--- config.mk ---
export PLATFORM = sky130hd
export DESIGN_NAME = mme_ctrl
export DESIGN_NICKNAME = d
export VERILOG_FILES = /design/src/design/mme_pkg.sv /design/src/design/mme_ctrl.sv
export SDC_FILE = /design/constraint.sdc
export NUM_CORES = 1
export LEC_CHECK = 0
export BUFFER_PORTS_ARGS = -buffer_cell sky130_fd_sc_hd__buf_2
export CORE_ASPECT_RATIO = 2
export CORE_MARGIN = 2
export CORE_UTILIZATION = 55
export DETAILED_ROUTE_END_ITERATION = 10
export GPL_TIMING_DRIVEN = 0
export PLACE_DENSITY = 0.74
export SLEW_MARGIN = 20
export SYNTH_ARGS = -nofsm -noshare
export SYNTH_HDL_FRONTEND = slang
export SYNTH_SLANG_ARGS = --single-unit
--- constraint.sdc ---
create_clock -name clk -period 7 [get_ports clk]
set_input_delay 0.35 -clock clk [delete_from_list [all_inputs] [get_ports clk]]
set_output_delay 0.35 -clock clk [all_outputs]
set_load 0.005 [all_outputs]
--- src/design/mme_pkg.sv ---
package mme_pkg;

    localparam int DATA_W        = 64;
    localparam int WIDTH_DEFAULT = 64;
    localparam int LIMB_W        = 32;
    localparam int NEWTON_STEPS  = 10;
    localparam int CFG_IDX_W     = 1;

    localparam logic [CFG_IDX_W-1:0] CFG_MODULUS  = 1'b0;
    localparam logic [CFG_IDX_W-1:0] CFG_EXPONENT = 1'b1;

    localparam logic [DATA_W-1:0] MODULUS_RESET  = 64'd1;
    localparam logic [DATA_W-1:0] EXPONENT_RESET = 64'd65537;

    // Datapath register updates requested by the controller.
    typedef enum logic [3:0] {
        ACT_NONE,
        ACT_LOAD,
        ACT_NP_INIT,
        ACT_NP_SET,
        ACT_CONV_INIT_MSG,
        ACT_CONV_INIT_ONE,
        ACT_CONV_STEP,
        ACT_ACC_FROM_R,
        ACT_T_SAVE,
        ACT_SUM_SAVE,
        ACT_ACC_SET,
        ACT_CIPHER_SET,
        ACT_OUT_WRITE
    } act_t;

    // Operand pairs fed to the shared multiplier.
    typedef enum logic [2:0] {
        MUL_NEWTON_A,
        MUL_NEWTON_B,
        MUL_SQR,
        MUL_BASE,
        MUL_ONE,
        MUL_RED_M,
        MUL_RED_N
    } mul_sel_t;

    typedef struct packed {
        act_t     act;
        logic     mul_start;
        mul_sel_t mul_sel;
        logic     e_shift;
        logic     bad;
    } cmd_t;

    typedef struct packed {
        logic mul_done;
        logic n_odd;
        logic e_top;
        logic out_free;
    } status_t;

endpackage

--- src/design/mme_ctrl.sv ---
module mme_ctrl #(
    parameter int WIDTH = mme_pkg::WIDTH_DEFAULT
) (
    input  logic             clk,
    input  logic             rst_n,
    input  logic             req_valid,
    output logic             req_ready,
    output mme_pkg::cmd_t    cmd,
    input  mme_pkg::status_t status
);
    import mme_pkg::*;

    localparam int CNT_W = $clog2(2 * WIDTH);

    typedef enum logic [17:0] {
        S_IDLE          = 18'h00001,
        S_CHECK         = 18'h00002,
        S_NWT_A         = 18'h00004,
        S_NWT_A_WAIT    = 18'h00008,
        S_NWT_B_WAIT    = 18'h00010,
        S_CONV_MSG_INIT = 18'h00020,
        S_CONV_MSG      = 18'h00040,
        S_CONV_ONE_INIT = 18'h00080,
        S_CONV_ONE      = 18'h00100,
        S_LOOP_INIT     = 18'h00200,
        S_SQR           = 18'h00400,
        S_MUL           = 18'h00800,
        S_ONE           = 18'h01000,
        S_MM_T          = 18'h02000,
        S_MM_M          = 18'h04000,
        S_MM_N          = 18'h08000,
        S_MM_FIN        = 18'h10000,
        S_FINISH        = 18'h20000
    } state_t;

    typedef enum logic [1:0] {
        KIND_SQR,
        KIND_MUL,
        KIND_ONE
    } kind_t;

    state_t           state_reg, state_next;
    kind_t            kind_reg, kind_next;
    logic [CNT_W-1:0] cnt_reg, cnt_next;
    logic             bad_reg, bad_next;

    always_comb
    begin
        state_next    = state_reg;
        kind_next     = kind_reg;
        cnt_next      = cnt_reg;
        bad_next      = bad_reg;
        req_ready     = 1'b0;
        cmd.act       = ACT_NONE;
        cmd.mul_start = 1'b0;
        cmd.mul_sel   = MUL_SQR;
        cmd.e_shift   = 1'b0;
        cmd.bad       = bad_reg;
        case (state_reg)
            S_IDLE:
            begin
                req_ready = 1'b1;
                if (req_valid)
                begin
                    cmd.act    = ACT_LOAD;
                    state_next = S_CHECK;
                end
            end
            S_CHECK:
            begin
                if (!status.n_odd)
                begin
                    bad_next   = 1'b1;
                    state_next = S_FINISH;
                end
                else
                begin
                    bad_next   = 1'b0;
                    cmd.act    = ACT_NP_INIT;
                    cnt_next   = '0;
                    state_next = S_NWT_A;
                end
            end
            S_NWT_A:
            begin
                cmd.mul_start = 1'b1;
                cmd.mul_sel   = MUL_NEWTON_A;
                state_next    = S_NWT_A_WAIT;
            end
            S_NWT_A_WAIT:
            begin
                cmd.mul_sel = MUL_NEWTON_B;
                if (status.mul_done)
                begin
                    cmd.mul_start = 1'b1;
                    state_next    = S_NWT_B_WAIT;
                end
            end
            S_NWT_B_WAIT:
            begin
                if (status.mul_done)
                begin
                    cmd.act = ACT_NP_SET;
                    if (cnt_reg == CNT_W'(NEWTON_STEPS - 1))
                    begin
                        state_next = S_CONV_MSG_INIT;
                    end
                    else
                    begin
                        cnt_next   = cnt_reg + 1'b1;
                        state_next = S_NWT_A;
                    end
                end
            end
            S_CONV_MSG_INIT:
            begin
                cmd.act    = ACT_CONV_INIT_MSG;
                cnt_next   = '0;
                state_next = S_CONV_MSG;
            end
            S_CONV_MSG:
            begin
                cmd.act = ACT_CONV_STEP;
                if (cnt_reg == CNT_W'(2 * WIDTH - 1))
                begin
                    state_next = S_CONV_ONE_INIT;
                end
                else
                begin
                    cnt_next = cnt_reg + 1'b1;
                end
            end
            S_CONV_ONE_INIT:
            begin
                cmd.act    = ACT_CONV_INIT_ONE;
                cnt_next   = '0;
                state_next = S_CONV_ONE;
            end
            S_CONV_ONE:
            begin
                cmd.act = ACT_CONV_STEP;
                if (cnt_reg == CNT_W'(2 * WIDTH - 1))
                begin
                    state_next = S_LOOP_INIT;
                end
                else
                begin
                    cnt_next = cnt_reg + 1'b1;
                end
            end
            S_LOOP_INIT:
            begin
                cmd.act    = ACT_ACC_FROM_R;
                cnt_next   = '0;
                state_next = S_SQR;
            end
            S_SQR:
            begin
                cmd.mul_start = 1'b1;
                cmd.mul_sel   = MUL_SQR;
                kind_next     = KIND_SQR;
                state_next    = S_MM_T;
            end
            S_MUL:
            begin
                cmd.mul_start = 1'b1;
                cmd.mul_sel   = MUL_BASE;
                kind_next     = KIND_MUL;
                state_next    = S_MM_T;
            end
            S_ONE:
            begin
                cmd.mul_start = 1'b1;
                cmd.mul_sel   = MUL_ONE;
                kind_next     = KIND_ONE;
                state_next    = S_MM_T;
            end
            S_MM_T:
            begin
                cmd.mul_sel = MUL_RED_M;
                if (status.mul_done)
                begin
                    cmd.act       = ACT_T_SAVE;
                    cmd.mul_start = 1'b1;
                    state_next    = S_MM_M;
                end
            end
            S_MM_M:
            begin
                cmd.mul_sel = MUL_RED_N;
                if (status.mul_done)
                begin
                    cmd.mul_start = 1'b1;
                    state_next    = S_MM_N;
                end
            end
            S_MM_N:
            begin
                if (status.mul_done)
                begin
                    cmd.act    = ACT_SUM_SAVE;
                    state_next = S_MM_FIN;
                end
            end
            S_MM_FIN:
            begin
                case (kind_reg)
                    KIND_ONE:
                    begin
                        cmd.act    = ACT_CIPHER_SET;
                        state_next = S_FINISH;
                    end
                    KIND_SQR:
                    begin
                        cmd.act = ACT_ACC_SET;
                        if (status.e_top)
                        begin
                            state_next = S_MUL;
                        end
                        else
                        begin
                            cmd.e_shift = 1'b1;
                            if (cnt_reg == CNT_W'(WIDTH - 1))
                            begin
                                state_next = S_ONE;
                            end
                            else
                            begin
                                cnt_next   = cnt_reg + 1'b1;
                                state_next = S_SQR;
                            end
                        end
                    end
                    default:
                    begin
                        cmd.act     = ACT_ACC_SET;
                        cmd.e_shift = 1'b1;
                        if (cnt_reg == CNT_W'(WIDTH - 1))
                        begin
                            state_next = S_ONE;
                        end
                        else
                        begin
                            cnt_next   = cnt_reg + 1'b1;
                            state_next = S_SQR;
                        end
                    end
                endcase
            end
            S_FINISH:
            begin
                if (status.out_free)
                begin
                    cmd.act    = ACT_OUT_WRITE;
                    state_next = S_IDLE;
                end
            end
            default:
            begin
                state_next = S_IDLE;
            end
        endcase
    end

    always_ff @(posedge clk or negedge rst_n)
    begin
        if (!rst_n)
        begin
            state_reg <= S_IDLE;
            kind_reg  <= KIND_SQR;
            cnt_reg   <= '0;
            bad_reg   <= 1'b0;
        end
        else
        begin
            state_reg <= state_next;
            kind_reg  <= kind_next;
            cnt_reg   <= cnt_next;
            bad_reg   <= bad_next;
        end
    end

endmodule

After elaboration in Yosys (flattened, before gate mapping)
Cells that the tools add are included.
{"block": "classes", "eq_ne": 36, "n_mux": 39, "reduce_logical": 8, "add_sub_neg": 1}
{"operator": "$pmux W18 S16", "count": 1}
{"operator": "$mux W18", "count": 10}
{"operator": "$pmux W4 S11", "count": 1}
{"operator": "$mux W7", "count": 6}
{"operator": "$pmux W18 S2", "count": 1}
{"operator": "$pmux W7 S5", "count": 1}
{"operator": "$pmux W4 S7", "count": 1}
{"operator": "$mux W13", "count": 2}
{"operator": "$ne A2 B2 Y1 const B", "count": 13}
{"operator": "$eq A18 B1 Y1 const B", "count": 1}
{"operator": "$eq A18 B10 Y1 const B", "count": 1}
{"operator": "$eq A18 B11 Y1 const B", "count": 1}
{"operator": "$eq A18 B12 Y1 const B", "count": 1}
{"operator": "$eq A18 B13 Y1 const B", "count": 1}
{"operator": "$eq A18 B14 Y1 const B", "count": 1}
{"operator": "$eq A18 B15 Y1 const B", "count": 1}
{"operator": "$eq A18 B16 Y1 const B", "count": 1}
{"operator": "$eq A18 B17 Y1 const B", "count": 1}
{"operator": "$eq A18 B18 Y1 const B", "count": 1}
{"operator": "$eq A18 B2 Y1 const B", "count": 1}
{"operator": "$eq A18 B3 Y1 const B", "count": 1}
{"operator": "$eq A18 B4 Y1 const B", "count": 1}
{"operator": "$eq A18 B5 Y1 const B", "count": 1}
{"operator": "$eq A18 B6 Y1 const B", "count": 1}
{"operator": "24 further kinds", "count": 33}
{"block": "word_totals", "output_inout_bits": 11, "word_cells": 88, "in_bits": 7, "ff_bits": 28}

Logic depth before layout (Yosys ltp)
Gate-level depths: netlist of run 1.
{"block": "depth", "word_depth": 5, "depth_mapped": 9, "ltp_nobuf": 8}

Worst setup path after synthesis of run 1
Ideal clock, no wire load.
{"block": "synth_timing", "kind": "reg-to-reg", "startpoint": "register state_reg[13]", "endpoint": "register cnt_reg[0]", "path_stages_with_launch": 8, "n_path_buf": 1, "path_slack_ns": 4.534, "t_required_ns": 6.875, "synth_period_minus_slack_ns": 2.466, "t_arrival_ns": 2.341, "setup_time_ns": 0.125, "cell_sequence": "dfrtp_1 -> buf_6 -> or4_1 -> nor2_1 -> and4_1 -> a2111oi_0 -> nor4b_2 -> mux2_2"}
{"block": "synth_between", "elab_chain_len": 4, "elab_cells_between_ends": 19, "cone_classes": "14 x eq/ne; 1 x mux; 4 x reduce/logical"}
{"item": "start: declaration", "line_no": "mme_ctrl.sv:42", "rtl": "state_t state_reg, state_next;"}
{"item": "start signal: assignment", "line_no": "mme_ctrl.sv:276", "rtl": "state_reg <= state_next;"}
{"item": "$eq A18 B10 Y1, or another cell as far along", "line_no": "mme_ctrl.sv:59", "rtl": "case (state_reg)"}
{"item": "$reduce_or A3 Y1 (no source line) or $reduce_or A2 Y1 (tied branches)"}
{"item": "$reduce_bool A5 Y1 (no source line) or $ne A2 B2 Y1 (tied branches)"}
{"item": "$reduce_and A7 Y1 (no source line)"}
{"item": "end signal: assignment", "line_no": "mme_ctrl.sv:278", "rtl": "cnt_reg <= cnt_next;"}
{"item": "end: declaration", "line_no": "mme_ctrl.sv:44", "rtl": "logic [CNT_W-1:0] cnt_reg, cnt_next;"}
Several ways; a longest one is shown, not always the timed one.
A chain may end at the register's enable or synchronous reset.

==> results by stage, run 1 <==
Detailed routing:
- The count of nets left with antenna violations after detail routing is 0.
- The detailed router placed 2011 vias in this run.
- The DRC violation total after the first TritonRoute iteration is 101.
- After detailed routing, the number of vias per cell comes to 6.40.
- The DRC violation count after routing is 0.
- The detailed-router iteration count before antenna repair is 4.
- The total wirelength of the detailed-routed design is 5910 µm.
- In the final routed layout, each cell accounts on average for 18.8 µm.

Critical path:
- STA classifies the critical path endpoint as an output pin.
- The type of origin of the critical path is a register.
- The critical path in this run is classified as register to output pin.
- The startpoint identified for the worst register-to-register timing path is state_reg[0].
- The cell depth of the worst flop-to-flop path is 7.
- At the worst endpoint, the arrival time is 3.04 ns.
- The capturing point of the worst reg2reg path is state_reg[7].
- The required time of the worst setup path is 6.65 ns.
- The worst-path maximum fanout is 7.
- The worst-case register-to-register setup slack is 3.88 ns.

Power and ir drop:
- The power density over the cells is 222 mW/mm².
- The peak supply drop is 0.000179 V.
- In this run the static leakage power is 1.06 nW.

Global route:
- The first global-routing pass estimated 9280 µm of wire.
- The via count of the first global-routing pass came to 1965.
- The initial antenna violation count was 0.
- Summed over all layers, the global routing overflow is 0.
- Entering global routing, the biggest net connects 29 pins.
- The total routing usage reported by global routing is 29.5%.

STA:
- Setup repair after global routing left no endpoint under its margin.
- The final number of hold-violating endpoints is 0.
- The worst pin sits at a relative slew slack of 26.9%.
- The final critical path takes up 48.4% of the cycle.
- The smallest clock period supported by the final layout is computed as 3.39 ns.
- The number of slew-limit violations in the final report is 0.
- Setup violations remaining at the end of the flow were counted as 0.
- The slew at the pin closest to its max-slew limit is 1.07 ns.
- The maximum frequency from static timing analysis is 295 MHz.
- The summed negative setup slack over all endpoints is 0 ns.
- The setup clock skew after layout is 0.00498 ns.

CTS:
- The number of sinks handled by clock tree synthesis is 28.
- For the worst-skew pair, the clock arrives at the later sink with an insertion delay of 0.29 ns.
- The post-cts hold buffer count is 0.
- In this run the number of H-tree levels came out at 1.
- Clock-pin slew was measured on the worst setup and hold paths at 0.10 ns.
- Post-CTS repair changed the size of 0 cells.
- In this run, CTS created clock tree buffers numbering 3.
- The root buffer selected by CTS is clkbuf_8.
- The TritonCTS clock tree is done.
- No sink is reached through more buffers than the 2 on the longest clock path.
- Once the clock tree was built, the setup fixing pass inserted 0 buffers.

Run:
- The max-capacitance violation count is 0.

Yosys:
- The synthesized cell area is 0.00214 mm².
- Synthesis instantiated 64 different standard cells from the library.
- The fraction of synthesis flops using an asynchronous set or reset pin is 100%.
- The number of nets handed over by synthesis was 252.
- The synthesized design contains 0 enable-type register cells.
- The share of the Yosys chip area taken by registers is 32.9%.
- The average instance in the mapped netlist occupies 8.79 µm².
- The commonest register cell after synthesis is dfrtp_1.
- The gate count after technology mapping is 243.
- Yosys printed 0 warnings.
- The number of synthesized register bits is 28.

Cells and area:
- Excluding fillers, the count of instances in the completed layout stands at 314.
- For this run, the share of the core covered by cells in the final layout is 61.4%.
- The area added between synthesis and finish is 9.31%.
- The most common cell after layout, fill and taps aside is dfrtp_1.
- The library cells used most frequently in the layout, excluding fill and tap cells, are 27 x dfrtp_1, 20 x buf_2, 20 x nor2_1, 18 x nand2_1, 13 x nor4_1.
- The count of inserted antenna diode cells is 0.
- The fraction of layout instances using a drive strength above 1 is 20.9%.
- In the final design database the tool counted 273 nets.
- The filler cell count in the final layout is 348.
- The register with the most flip-flops in the layout has 18 of them.

Place:
- The cell count after placement is 310.
- Once detailed placement completed, the half-perimeter wirelength came to 4600 µm.
- The count of buffers inserted at the top-level ports is 16.
- At the end of routability-driven placement, the weighted congestion stood at 0.956.

Worst hold path:
- The worst hold-check path type is input pin to async pin.

Status:
- The flow ran to the end, and the final reports show no timing, DRC or antenna violations.

Floorplan:
- The die is 48.1 µm wide.
- Once the floorplan was initialized, standard cells occupied 56.2% of the core.
- The y dimension of the die is 92.1 µm.
- Row generation in the floorplan step produced 32 rows.
- The region available for standard cell placement spans 0.00380 mm².
- In this run the count of I/O pins placed on the die edge is 18.
- The floorplan step defined a die boundary enclosing 0.00443 mm².
[routing by layer]
layer	vias up	track usage, %	part of all wire, %
li1	965	-	-
met1	941	32.2	35
met2	72	49.2	54
met3	33	3.74	4.2
met4	0	18.5	6.9
met5	-	0	0
[critical path, cell delays in order (launching register included)]
cell and delay [ns]:
dfrtp_1 0.47, nor4_1 0.77, nand4_1 0.34, or3b_2 0.57
inv_1 0.13, and2_1 0.17, nor2_1 0.07, nand4_1 0.11
buf_2 0.12
[Yosys cell counts, types with 3 or more instances]
| cell | n | area (µm²) |
|---|---|---|
| dfrtp_1 | 27 | 676 |
| nor2_1 | 20 | 75.1 |
| nand2_1 | 18 | 67.6 |
| nor4_1 | 13 | 81.3 |
| o21ai_0 | 12 | 60.1 |
| nand3_1 | 11 | 55.1 |
| nor3_1 | 8 | 40.0 |
| nand4_1 | 7 | 43.8 |
| nor2b_1 | 7 | 43.8 |
| or4_1 | 7 | 52.6 |
| o2bb2ai_1 | 6 | 52.6 |
| inv_1 | 5 | 18.8 |
| nor3b_1 | 5 | 37.5 |
| a21oi_1 | 4 | 20.0 |
| buf_2 | 4 | 20.0 |
| buf_4 | 4 | 30.0 |
| nand2b_1 | 4 | 25.0 |
| nand3b_1 | 4 | 30.0 |
| or2_2 | 4 | 25.0 |
| xor2_1 | 4 | 35.0 |
| a22oi_1 | 3 | 22.5 |
| a32o_1 | 3 | 30.0 |
| and2_1 | 3 | 18.8 |
| nor4_2 | 3 | 37.5 |
| nor4b_1 | 3 | 26.3 |
| xnor2_1 | 3 | 26.3 |
[cell families (layout without fill, tap and decap cells)]
logic type | after synthesis | count (layout) | synth area share, %
buffers and inverters | 18 | 38 | 5.33
flip-flops | 28 | 28 | 32.9
multiplexers | 4 | 4 | 1.99
AO/OA/AOI/OAI | 50 | 50 | 17.2
XOR/XNOR | 7 | 7 | 2.87
AND/OR/NAND/NOR | 134 | 134 | 38.5
adder cells (fa/ha/maj) | 2 | 2 | 1.17
[final cells by class]
cell class	count	area, µm²	share of cell area [%]
multi-input cells	197	1320	56.5
inverters	5	18.8	0.804
flip-flops and latches	28	702	30.1
well taps	51	63.8	2.73
repair buffers	16	80.1	3.43
clock buffers	4	55.1	2.36
plain buffers	13	95.1	4.07
[per-stage QoR]
step	power (mW)	instance area [µm²]	worst slack (ns)	hold slack [ns]
detailed placement	0.410	2280	3.94	0.411
global placement	0.411	2280	3.97	0.410
global route	0.547	2330	3.46	0.137
CTS	0.516	2330	3.61	0.0976
finish	0.518	2330	3.61	0.0765
floorplan	0.346	2140	4.53	0.0544
[power by group]
part	internal, mW	switching, mW
clock network	0.0506	0.0550
registers	0.176	0.0128
logic	0.0849	0.138
[how the worst max path moves through the flow]
stage / depth (start not counted) / slack, ns / start / to
final: 8 / 3.61 / state_reg[12] / cmd[6]
after global routing: 9 / 3.46 / state_reg[14] / cmd[6]
after CTS: 8 / 3.61 / state_reg[12] / cmd[6]
after detailed placement: 8 / 3.94 / state_reg[12] / cmd[6]
after global placement: 8 / 3.97 / state_reg[12] / cmd[6]
after floorplan: 7 / 4.53 / state_reg[13] / cnt_reg[0]
Note: power is estimated with default switching activity, not from simulation.
==> run 2: changes to the inputs <==
- clock period: 7 -> 3.31 ns (I/O delays scaled with it)
==> run 2 against run 1 <==
  * Clock skew grew 0.00076 ns
  * Global-route usage unchanged
  * Register-to-register slack got worse by 3.7 ns
  * Final cell count increased by 0.32%
  * Core utilization increased by 0.66 points
  * Count of clock-buffer cells in the layout unchanged
  * Setup slack got worse by 3.4 ns
  * Non-clock buffer count up 1
  * Largest power group unchanged
  * Combinational power up 110%
  * Critical endpoint is now state_reg[7]
==> results by stage, run 2 (synthesis gave the netlist of run 1 again) <==
Cells and area:
- The register with the most flip-flops in the layout has 18 of them.
- Relative to the synthesized area, the layout overhead comes to 10.5%.
- Counting the fill cells in the layout gives 343.
- The fraction of layout instances using a drive strength above 1 is 21.2%.
- The number of antenna diodes in the final layout is 0.
- After the last flow step, the layout net total stands at 274.
- The library cells used most frequently in the layout, excluding fill and tap cells, are 27 x dfrtp_1, 20 x buf_2, 20 x nor2_1, 18 x nand2_1.
- The most common cell after layout, fill and taps aside is dfrtp_1.
- Measured on the finished design, the core utilization comes to 62.0%.

CTS:
- The count of H-tree levels built during CTS is 1.
- The deepest clock path buffer count is 2.
- The clock slew seen by the registers of the worst setup and hold paths is 0.10 ns.
- The number of buffers added for setup after CTS is 0.
- The TritonCTS clock tree is done.
- Clock tree synthesis found a total of 28 sinks.
- The later-pin clock latency in the skew report is 0.29 ns.
- The root buffer selected by CTS is clkbuf_8.
- TritonCTS created 3 clock buffers.

Worst hold path:
- The worst hold path passes through 2 cells.
- In this run the worst hold path is classified as input pin to register.
- The path with the worst hold slack has its endpoint at state_reg[0].
- In this run the most critical hold path is launched from req_valid.

Detailed routing:
- The detail route stage leaves a number of antenna-violating nets equal to 0.
- In the routed layout, each cell is associated on average with a via count of 6.55.
- After detailed routing, the number of remaining DRC violations is 0.
- After detailed routing, the average wire length per cell comes to 19.0 µm.
- The total wirelength of the detailed-routed design is 5990 µm.
- The routed via count is 2064.
- The detailed router finished its first iteration with 101 violations.
- The detailed-router iteration count before antenna repair is 4.

STA:
- Setup repair after global routing left no endpoint under its margin.
- The number of slew-limit violations in the final report was 0.
- The number of setup violations in the final report is 0.
- Measured against its own limit, the worst slew margin works out to 28.6%.
- After layout, the worst path uses 94.2% of the clock period.
- The setup clock skew after layout is 0.00574 ns.
- Setup total negative slack on the finished layout was measured at 0 ns.
- Static timing analysis puts the maximum clock frequency at 321 MHz.
- The final number of hold-violating endpoints is 0.
- The final critical-path required period is 3.12 ns.
- For the pin with the worst max-slew slack, the measured transition is 1.04 ns.

Critical path:
- In this run the critical register-to-register path is captured at state_reg[7].
- The worst-path maximum fanout is 8.
- At the worst endpoint, the required time is 3.46 ns.
- The type of origin of the critical path is a register.
- The arrival time at the worst endpoint is 3.27 ns.
- The category of the critical setup timing path is register to register.
- The cell depth of the worst flop-to-flop path is 7.
- The startpoint of the worst register-to-register path is state_reg[0].
- The capturing element type of the critical path is a register.
- The worst-case register-to-register setup slack is 0.19 ns.

Floorplan:
- The die is 48.1 µm wide.
- The number of I/O pins is 18.
- The y dimension of the die is 92.1 µm.
- The die covers 0.00443 mm².
- The area of the core region is 0.00380 mm².
- The floorplan row count is 32.
- For this configuration, the core starts out at a cell density of 56.2%.

Power and ir drop:
- Summing internal, switching and leakage power gives 1.10 mW.
- The peak supply drop is 0.000379 V.
- The leakage component of the power is 1.07 nW.
- In this run the power density over the cells is 465 mW/mm².

Global route:
- The remaining global-route overflow is 0.
- The initial antenna violation count was 0.
- The total routing usage reported by global routing is 29.5%.
- The first-pass GRT wire length is 9280 µm.
- The largest net degree at the start of global routing is 29.
- The via count of the first global-routing pass is 1965.

Status:
- The flow ran to the end, and the final reports show no timing, DRC or antenna violations.

Place:
- The HPWL after detailed placement is 4600 µm.
- The count of buffers inserted at the top-level ports is 16.
- The final weighted congestion of routability-driven global placement is 0.956.

Run:
- Max-cap violations in this run came to 0.
-- run 2: changes by cell type in the layout (fill, tap and decap cells not counted) --
cell | before | now
dlygate4sd3_1 | 0 | 1
nor4_1 | 13 | 12
nor4_4 | 0 | 1
-- run 2: power by group --
| group | total [mW] | switching [mW] | internal, mW |
|---|---|---|---|
| registers | 0.400 | 0.0272 | 0.373 |
| clock network | 0.223 | 0.116 | 0.107 |
| logic | 0.474 | 0.294 | 0.180 |
-- run 2: worst max-delay path by stage --
stage | startpoint | to | slack (ns) | cells past startpoint
6_report | state_reg[0] | state_reg[7] | 0.19 | 7
5_1_grt | state_reg[0] | state_reg[0] | 0.06 | 7
4_1_cts | state_reg[12] | cmd[6] | 0.11 | 8
3_5_place_dp | state_reg[12] | cnt_reg[0] | 0.34 | 6
3_3_place_gp | state_reg[0] | state_reg[5] | 0.31 | 7
2_1_floorplan | state_reg[13] | cnt_reg[0] | 0.84 | 7
-- run 2: stage by stage --
step	worst slack, ns	hold WS [ns]	area, µm²	instances
2_1_floorplan	0.844	-0.130	2140	243
3_3_place_gp	0.306	0.225	2280	310
3_5_place_dp	0.338	0.227	2280	310
4_1_cts	0.109	0.0526	2340	315
5_1_grt	0.0613	0.0736	2360	315
6_report	0.192	0.0482	2360	315
-- run 2: timing repair --
action,CTS,global route
hold buffers,1,0
gates resized for setup,0,2
hold endpoints to repair,27,0
setup endpoints to repair,0,1
-- run 2: area by class of cell --
cell class              instances  area (µm²)  share of cell area [%]
flip-flops and latches         28         702                    29.7
well taps                      51        63.8                    2.70
inverters                       5        18.8                   0.795
multi-input cells             197        1340                    56.6
repair buffers                 17        90.1                    3.82
clock buffers                   4        55.1                    2.33
plain buffers                  13        95.1                    4.03
-- run 2: worst max-delay path, cell delays in order (launching register included) --
cell and delay, ns:
dfstp_2 0.58, or4_1 0.12, clkbuf_2 0.21, nor2_1 0.09, and4_1 0.27, a2111oi_0 0.93, nor4b_2 0.67, nor3_1 0.12
-- run 2: routing by layer --
layer  wire (µm)  track usage (%)  up-vias  part of all wire [%]
li1            -                -      961                     -
met1        2110             32.2      979                    35
met2        3170             49.2       87                    53
met3         267             3.74       37                   4.5
met4         445             18.5        0                   7.4
met5           0                0        -                     0
==> run 3: changes to the inputs <==
- CORE_UTILIZATION: 55 -> 30
- PLACE_DENSITY: 0.74 -> 0.46
==> run 3 against run 2 <==
  * Final area rose by 3.5%
  * Maximum frequency increased by 1.2%
  * Global-route usage decreased by 11 points
  * Critical path type is now register to output pin
  * Critical endpoint is now cmd[6]
==> results by stage, run 3 (synthesis gave the netlist of run 1 again) <==
Status:
- The flow ran to the end, and the final reports show no timing, DRC or antenna violations.

CTS:
- After clock tree synthesis, the clock-pin slew on the worst setup and hold paths is 0.07 ns.
- The count of H-tree levels built during CTS is 1.
- The tree is rooted in a clkbuf_16.
- The TritonCTS clock tree is done.
- The longest clock path from root to sink contains 2 buffers.
- The later-pin clock latency in the skew report is 0.28 ns.
- The number of sinks handled by clock tree synthesis is 28.
- The number of buffers created by CTS is 3.

STA:
- The number of setup violations in the final report is 0.
- Of the available clock period, the critical path in the final layout requires 93.1%.
- Adding up every negative setup slack in the final design gives 0 ns.
- The worst slew slack as a fraction of its limit is 39.0%.
- At the pin with the least slew margin, the transition time is 0.892 ns.
- The clock period could shrink to 3.08 ns.
- The setup clock skew after layout is 0.00779 ns.
- The final number of hold-violating endpoints was 0.
- The number of slew-limit violations in the final report is 0.
- Setup repair after global routing left no endpoint under its margin.
- Based on the critical path, the design can be clocked at up to 325 MHz.

Cells and area:
- Cells fill 35.2% of the core in the end.
- The register cell area after layout is 702 µm².
- The fraction of layout instances using a drive strength above 1 is 21.2%.
- The top cell types in the final layout, fill and taps aside, are 27 x dfrtp_1, 20 x buf_2, 20 x nor2_1, 18 x nand2_1.
- The filler cell count in the final layout is 754.
- The count of inserted antenna diode cells is 0.
- The library cell used most frequently in the layout, excluding fill and tap cells, is dfrtp_1.
- After the last flow step, the layout net total stands at 274.
- The register with the most flip-flops in the layout has 18 of them.
- The combined area of the multi-input logic cells is 0.00134 mm².
- Relative to the synthesized area, the layout overhead comes to 14.4%.

Power and ir drop:
- Power spread over the standard cell area amounts to 492 mW/mm².
- Summed over all cells, the static leakage comes to 1.09 nW.
- The peak supply drop is 0.000164 V.

Critical path:
- The worst setup path is launched from a register.
- The highest-delay cell along the critical path is nor4_2.
- The delay of the slowest cell on the worst path is 0.56 ns.
- On the critical path the largest part of the delay comes from simple AND/OR/NAND/NOR gates.
- The worst-path maximum fanout is 8.
- The capturing element type of the critical path is an output pin.
- Walking the worst path, the cells encountered are buf_2 -> nor4_2 -> nand4_1 -> or3b_2 -> inv_1 -> and2_1 -> nor2_1 -> nand4_1 -> buf_2.
- At the worst endpoint, the required time is 3.14 ns.
- STA puts the critical path data arrival time at 2.91 ns.
- The category of the critical setup timing path is register to output pin.
- The number of buffers and inverters on the critical path is 3.

Global route:
- The initial antenna violation count is 0.
- In the global route stage, overall resource usage came out at 18.8%.
- The first-pass GRT wire length is 10900 µm.
- Summed over all layers, the global routing overflow is 0.
- Entering global routing, the biggest net connects 29 pins.
- The via count of the first global-routing pass is 2024.

Detailed routing:
- After detailed routing, the average wire length per cell comes to 19.5 µm.
- The final layout contains routed wiring with a total length of 6920 µm.
- The detailed-route vias per instance is 5.58.
- The detailed-router iteration count before antenna repair is 4.
- Summing over every cut layer, the via total after detailed routing is 1975.
- Once detail routing completed, the nets flagged for antenna violations numbered 0.
- The DRC violation count after routing is 0.
- The DRC violation total after the first TritonRoute iteration is 131.

Place:
- The count of buffers inserted at the top-level ports is 16.
- Detailed placement ended at an HPWL of 5540 µm.
- The final weighted congestion of routability-driven global placement is 0.936.

Floorplan:
- The floorplan row count is 43.
- 18 I/O pins were placed.
- The die width is 63.7 µm.
- The die covers 0.00785 mm².
- The floorplan step defined a core boundary enclosing 0.00694 mm².
- The y dimension of the die is 123 µm.
- For this configuration, the core starts out at a cell density of 30.8%.

Worst hold path:
- The worst hold-check path type is input pin to register.

Run:
- Max-cap violations in this run came to 0.
-- run 3: cell counts in the layout (fill, tap and decap cells not counted) --
Identical to the previous run, type by type.
-- run 3: power by group --
group	internal [mW]	switching [mW]
Clock	0.186	0.126
Sequential	0.373	0.0291
Combinational	0.180	0.307
Total	0.739	0.463
-- run 3: routing by layer --
| layer | up-vias | wire length [µm] | track usage (%) |
|---|---|---|---|
| li1 | 962 | - | - |
| met1 | 958 | 2360 | 17.7 |
| met2 | 36 | 4020 | 37.6 |
| met3 | 19 | 151 | 1.18 |
| met4 | 0 | 384 | 12.6 |
| met5 | - | 0 | 0 |
-- run 3: metrics by stage --
step	power (mW)	setup WS (ns)	instances	instance area [µm²]	hold slack, ns
floorplan	0.732	0.844	243	2140	-0.130
global placement	0.895	0.154	349	2330	0.249
detailed placement	0.890	0.169	349	2330	0.247
CTS	1.21	0.0746	354	2430	0.0670
global route	1.27	0.0239	354	2440	0.0916
finish	1.20	0.230	354	2440	0.0724
-- run 3: final timing paths --
check | start | endpoint | slack [ns] | cells after the start
worst min-delay path | req_valid | state_reg[0] | 0.07 | 2
worst max register to register | state_reg[0] | state_reg[9] | 0.25 | 7
max in group asynchronous | rst_n | state_reg[14] | 2.40 | 2
min in group asynchronous | rst_n | cnt_reg[3] | 0.46 | 2
worst max-delay path | state_reg[5] | cmd[6] | 0.23 | 9
worst min register to register | bad_reg | bad_reg | 0.51 | 2
-- run 3: layout make-up --
class / instances / area share, %
multi-input combinational: 197 / 54.7
sequential: 28 / 28.7
tap: 90 / 4.61
buffer: 13 / 3.89
timing repair buffer: 17 / 3.69
clock buffer: 4 / 3.64
inverter: 5 / 0.768
-- run 3: what timing repair did --
action                     in CTS  in global routing
setup endpoints to repair       1                  2
hold endpoints to repair       27                  0
hold buffers                    1                  0
setup buffers                   0                  0
resized for setup               1                  1
